### config.mk
export PLATFORM = sky130hd
export DESIGN_NAME = bm3_fifo
export DESIGN_NICKNAME = d
export VERILOG_FILES = /design/src/hw/rtl/bm3_pkg.sv /design/src/hw/rtl/bm3_fifo.sv
export SDC_FILE = /design/constraint.sdc
export NUM_CORES = 1
export LEC_CHECK = 0
export BUFFER_PORTS_ARGS = -buffer_cell sky130_fd_sc_hd__buf_2
export CAP_MARGIN = 20
export CORE_MARGIN = 4
export CORE_UTILIZATION = 38
export CTS_CLUSTER_SIZE = 20
export DETAILED_ROUTE_END_ITERATION = 6
export PLACE_DENSITY = 0.53
export SLEW_MARGIN = 20
export SYNTH_ARGS = -nofsm -noshare
export SYNTH_HDL_FRONTEND = slang
export SYNTH_SLANG_ARGS = --single-unit
### constraint.sdc
create_clock -name i_clk -period 4 [get_ports i_clk]
set_input_delay 0.6 -clock i_clk [delete_from_list [all_inputs] [get_ports i_clk]]
set_output_delay 0.6 -clock i_clk [all_outputs]
set_load 0.005 [all_outputs]
### src/hw/rtl/bm3_pkg.sv
// ----------------------------------------------------------------------------
// bm3_pkg
// Shared types and constants for the 3x3 binary morphology block.
// ----------------------------------------------------------------------------
package bm3_pkg;

    localparam int PIX_W     = 8;
    localparam int OP_W      = 2;
    localparam int WID_W     = 11;
    localparam int HGT_W     = 13;
    localparam int CFG_IDX_W = 2;
    localparam int CFG_DAT_W = 13;

    localparam logic [PIX_W-1:0] PIX_SET = 8'hFF;

    localparam logic [OP_W-1:0] OP_GROW        = 2'd0;
    localparam logic [OP_W-1:0] OP_SHRINK      = 2'd1;
    localparam logic [OP_W-1:0] OP_GROW_SHRINK = 2'd2;
    localparam logic [OP_W-1:0] OP_SHRINK_GROW = 2'd3;

    localparam logic [CFG_IDX_W-1:0] REG_OPERATION = 2'd0;
    localparam logic [CFG_IDX_W-1:0] REG_WIDTH     = 2'd1;
    localparam logic [CFG_IDX_W-1:0] REG_HEIGHT    = 2'd2;

    localparam logic [WID_W-1:0] WIDTH_RST  = 11'd1024;
    localparam logic [HGT_W-1:0] HEIGHT_RST = 13'd1024;
    localparam logic [WID_W-1:0] WIDTH_MIN  = 11'd3;
    localparam logic [HGT_W-1:0] HEIGHT_MIN = 13'd3;

    // output queue
    localparam int Q_DEPTH = 16;
    localparam int Q_AW    = 4;
    localparam int Q_CNT_W = 5;

    // one line buffer entry: two previous rows and the real-pixel mark
    typedef struct packed {
        logic [PIX_W-1:0] row0;
        logic [PIX_W-1:0] row1;
        logic             vld;
    } t_line;

    // per-item token leaving a stage
    typedef struct packed {
        logic             vld;
        logic             got;
        logic             flush;
        logic             fend;
        logic [PIX_W-1:0] px;
    } t_tok;

    typedef struct packed {
        logic             fend;
        logic [PIX_W-1:0] px;
    } t_res;

endpackage

### src/hw/rtl/bm3_fifo.sv
// ----------------------------------------------------------------------------
// bm3_fifo
// Output queue that decouples the result stream from the window pipeline.
// ----------------------------------------------------------------------------
module bm3_fifo
    import bm3_pkg::*;
(
    input  logic i_clk,
    input  logic i_rst_n,
    input  logic i_push,
    input  t_res i_data,
    input  logic i_pop,
    output logic o_valid,
    output t_res o_data
);

    t_res               r_mem [Q_DEPTH];
    logic [Q_AW-1:0]    r_wptr;
    logic [Q_AW-1:0]    r_rptr;
    logic [Q_CNT_W-1:0] r_cnt;

    always_ff @(posedge i_clk) begin
        if (i_push) begin
            r_mem[r_wptr] <= i_data;
        end
    end

    always_ff @(posedge i_clk) begin
        if (!i_rst_n) begin
            r_wptr <= '0;
            r_rptr <= '0;
            r_cnt  <= '0;
        end else begin
            if (i_push) r_wptr <= r_wptr + 1'b1;
            if (i_pop)  r_rptr <= r_rptr + 1'b1;
            r_cnt <= r_cnt + {{(Q_CNT_W-1){1'b0}}, i_push} - {{(Q_CNT_W-1){1'b0}}, i_pop};
        end
    end

    assign o_valid = r_cnt != '0;
    assign o_data  = r_mem[r_rptr];

`ifndef NO_ASSERTIONS
    a_no_overflow: assert property (@(posedge i_clk) disable iff (!i_rst_n)
        i_push |-> (r_cnt != Q_CNT_W'(Q_DEPTH)) || i_pop)
        else $error("output queue overflow");
    a_empty_ptrs: assert property (@(posedge i_clk) disable iff (!i_rst_n)
        (r_cnt == '0) |-> (r_wptr == r_rptr))
        else $error("queue pointers disagree with count");
`endif

endmodule

# ---- Yosys cells after proc, flatten, opt, wreduce, memory -nomap -nowiden
# Memory sizes are Yosys's and may differ from the RTL's. A register that Yosys moved wholly into a read port is not among the register bits.
# Cells that the tools add are included.
dict set report word_totals {
  regBits 13
  ram_bits 144
  inputBits 13
  memories 1
}
dict set report classes {
  n_addsub 4
  n_mux 4
  n_reduce_logical 1
}
# memory words word_bits read_ports rd_ports_with_merged_regs write_ports line
set mem_list {}
lappend mem_list {r_mem 16 9 1 1 1 bm3_fifo.sv:17} ;# t_res r_mem [Q_DEPTH];
# operator count
set ops {}
lappend ops {{$add 4x1->4 const B} 2}
lappend ops {{$mux 4} 2}
lappend ops {{$add 5x1->5} 1}
lappend ops {{$reduce_bool 5->1} 1}
lappend ops {{$sub 5x1->5} 1}
lappend ops {{$mux 1} 2}

# ---- Logic depth before layout (Yosys ltp)
dict set report depth {
  ltp_word 3
  mapped_depth 9
}

# ---- Least setup slack after synthesis
# No wires, ideal clock.
dict set report synth_timing {
  kind {input -> register}
  from {in i_pop}
  to {reg r_cnt[4]}
  setup_time_ps 116
  t_arrival_ps 2131
  path_slack_ps 1754
  path_stages 8
  n_path_buf 0
  cell_sequence {ha_1 inv_1 ha_1 fa_1 a21oi_1 nor2_1 or3_1 and3_1}
}
dict set report synth_via {
  elab_chain_cells 1
}
# element line
set synth_rtl {}
lappend synth_rtl {{from (decl)} bm3_fifo.sv:12} ;# input logic i_pop,
lappend synth_rtl {{$sub 5x1->5} bm3_fifo.sv:36} ;# r_cnt <= r_cnt + {{(Q_CNT_W-1){1'b0}}, i_push} - {{(Q_CNT_W-1){1'b0}}, i_pop};
lappend synth_rtl {{to (signal assigned)} bm3_fifo.sv:36}
lappend synth_rtl {{to (decl)} bm3_fifo.sv:20} ;# logic [Q_CNT_W-1:0] r_cnt;
# No other way between the ends.
# A chain may end at the register's enable or synchronous reset.

==> reports/results.ini <==
[synthesis]
synth_common_cells = edfxtp_1 (144), and2_1 (28), mux4_2 (21)
synth_cell_types = 33
syn-num-nets = 344
synth_edf_count = 144
syn-instance-count = 319
synth_warnings = 0
yosys-top-cells-area = edfxtp_1 (68%), mux4_2 (7.4%), mux4_1 (6.2%)
synthMostInstantiatedCell = edfxtp_1
syn_avg_cell_area_sq_um = 20.1
synth_top_area_share_pct = 67.5
netlist_area_sq_mm = 0.00640
yosysTopAreaCell = edfxtp_1
synth_ff_type = edfxtp_1
yosysSeqAreaShare_pct = 72.8
ys_async_sr_fraction_pct = 0
ys_ff_latch = 161

[timing]
worst_pin_slew_ns = 0.936
slew_headroom_pct = 37.3
grt_setup_unrepaired = false
finClkSkew_ns = 0.00679
post-route-period-util_pct = 75.3
final-max-slew-violation-count = 0
timing_hold_violations_final = 0
setup_viol = 0
finalSetupTns_ns = 0
min_period_ns = 3.01
max_freq_mhz = 332

[routing]
postRouteAntennaNets = 0
viasPerCell = 5.11
num_vias = 2973
first_pass_iters = 4
routedWlPerCell_um = 21.9
drt_wl_total_um = 12800
remaining_drc_errors = 0
drt_iter0_drc = 133

[cts]
cts_sinks = 161
cts_buffer_depth = 2
clock_latency_ns = 0.41
post_cts.repair.setup_buffers = 0
cts_root_buf = clkbuf_16
cts_tree = built
cts_inserted_buffers = 17
clk_pin_slew_ns = 0.06
htree_levels = 4
cts_resized = 0
ctsHoldBuffers = 0

[worst_setup_path]
rrSetupSlack_ns = 1.92
critPathKind = reg2out
rr_worst_depth = 9
rr_startpoint = r_cnt[0]
start_kind = register
path_max_fanout = 22
worst_setup_path_end_kind = primary output
rr_endpoint = r_cnt[4]
crit_path_max_incr_delay_ns = 0.66
cpMaxStageDelayCell = dfxtp_2
crit_arrival_ns = 2.41
worstSetupEndpoint = o_data[5]
path_cells = buf_12, mux4_1, a22oi_1, nand2_1, buf_2
cp.required_ns = 3.40

[place]
io_buffers = 22
finalWeightedCongestion = 0.705
hpwlAfterDp_um = 8040

[global_routing]
grt_pass1_vias = 3127
antenna_found_initial = 0
grt_overflow = 0
grt_usage_pct = 14.5
grt_pass1_wl_um = 19200
grt_max_degree = 37

[die]
io_pins = 23
dieHeight_um = 138
dieArea_sq_mm = 0.0190
num_rows = 47
core-area_sq_mm = 0.0165
start_util_pct = 38.8
die_w_um = 138

[worst_hold_path]
min-delay-path-class = in2reg

[pwr]
power_w = 0.00383
p_leak_nw = 2.42
pwr_density_cell_mw_per_mm2 = 525
peakVddDrop_mv = 0.278

[final_layout]
syn2layout_area_growth_pct = 13.7
final_net_count = 374
drive_gt1_share_pct = 21.0
antenna_cells = 0

[outcome]
outcome = finished clean

[run]
max_cap_viol_count = 0

==> where the power goes <==
| part | internal (W) | switching (W) |
|---|---|---|
| clock | 0.000934 | 0.000638 |
| combinational | 0.000168 | 0.000185 |
| sequential | 0.00187 | 0.0000269 |
| total | 0.00298 | 0.000850 |
==> flip-flops by register name, summed over array words and instances, names as in the netlist, named ones only <==
| register | cells |
|---|---|
| r_mem | 144 |
| r_cnt | 5 |
| r_rptr | 4 |
| r_wptr | 4 |
==> metal layers <==
layer  vias to the layer above  wire length, um  GRT usage [%]
met1                      1538             5620           19.2
met4                         0              138           3.95
met5                         -                0              0
li1                       1347                -              -
met3                         8              742           4.42
met2                        80             6260           23.5
==> worst min-delay path by stage <==
stage / to / from / slack, ns / cells past startpoint
after floorplan: register / r_rptr[1] / 0.52 / 2
after global placement: r_rptr[1] / r_rptr[1] / 0.56 / 2
after detailed placement: r_rptr[1] / r_rptr[1] / 0.57 / 2
after CTS: r_wptr[1] / i_rst_n / 0.53 / 2
after global routing: r_wptr[0] / i_rst_n / 0.55 / 2
final: r_wptr[1] / i_rst_n / 0.55 / 2
==> cell type report <==
type / instances / area (sq um)
inverters: 8 / 30.0
clock buffers: 19 / 443
flip-flops and latches: 161 / 4670
well taps: 220 / 275
clock inverters: 13 / 135
repair buffers: 24 / 138
fillers: 1446 / 9240
multi-input cells: 137 / 1600
==> worst max-delay path: cells and delay by family (launching register included) <==
kind | cells | cell delay [ns]
flip-flops | 1 | 0.66
multiplexers | 1 | 0.58
buffers and inverters | 2 | 0.41
AO/OA/AOI/OAI | 1 | 0.25
AND/OR/NAND/NOR | 1 | 0.08
==> cells in the final DEF (no fill, tap or decap), drive strengths merged <==
| master | count |
|---|---|
| fa | 1 |
| and3 | 2 |
| nor2 | 4 |
| nor2b | 3 |
| inv | 10 |
| or3 | 1 |
| xor2 | 4 |
| edfxtp | 144 |
| nand2 | 12 |
| o21ai | 1 |
| xnor2 | 5 |
| ha | 11 |
| a21oi | 2 |
| nor3b | 1 |
| and3b | 1 |
| nand3 | 1 |
| mux2i | 2 |
| a22oi | 18 |
| a21o | 1 |
| and2 | 28 |
| dfxtp | 17 |
| and2b | 1 |
| mux4 | 36 |
| nand4 | 2 |
| clkinvlp | 4 |
| buf | 24 |
| clkbuf | 19 |
| clkinv | 5 |
| bufinv | 2 |
==> per-stage QoR <==
step / util, % / hold slack [ns] / area, sq um / setup WS [ns] / instances
after detailed placement: 40.6 / 0.567 / 6700 / 1.38 / 550
after CTS: 44.1 / 0.534 / 7280 / 0.910 / 582
after floorplan: - / 0.525 / 6400 / 1.75 / 319
after global placement: 40.6 / 0.556 / 6700 / 1.40 / 550
final: 44.1 / 0.545 / 7280 / 0.987 / 582
after global routing: 44.1 / 0.546 / 7280 / 0.815 / 582
==> cell families after synthesis <==
kind of cell             count (synthesis)  share of synthesized area, %
multiplexers                            38                          13.9
AND/OR/NAND/NOR                         56                          4.90
buffers and inverters                   21                          2.25
XOR/XNOR                                 9                          1.23
adder cells (fa/ha/maj)                 12                          2.46
flip-flops                             161                          72.8
AO/OA/AOI/OAI                           22                          2.46
No activity file was read; power rests on OpenSTA's default activity.
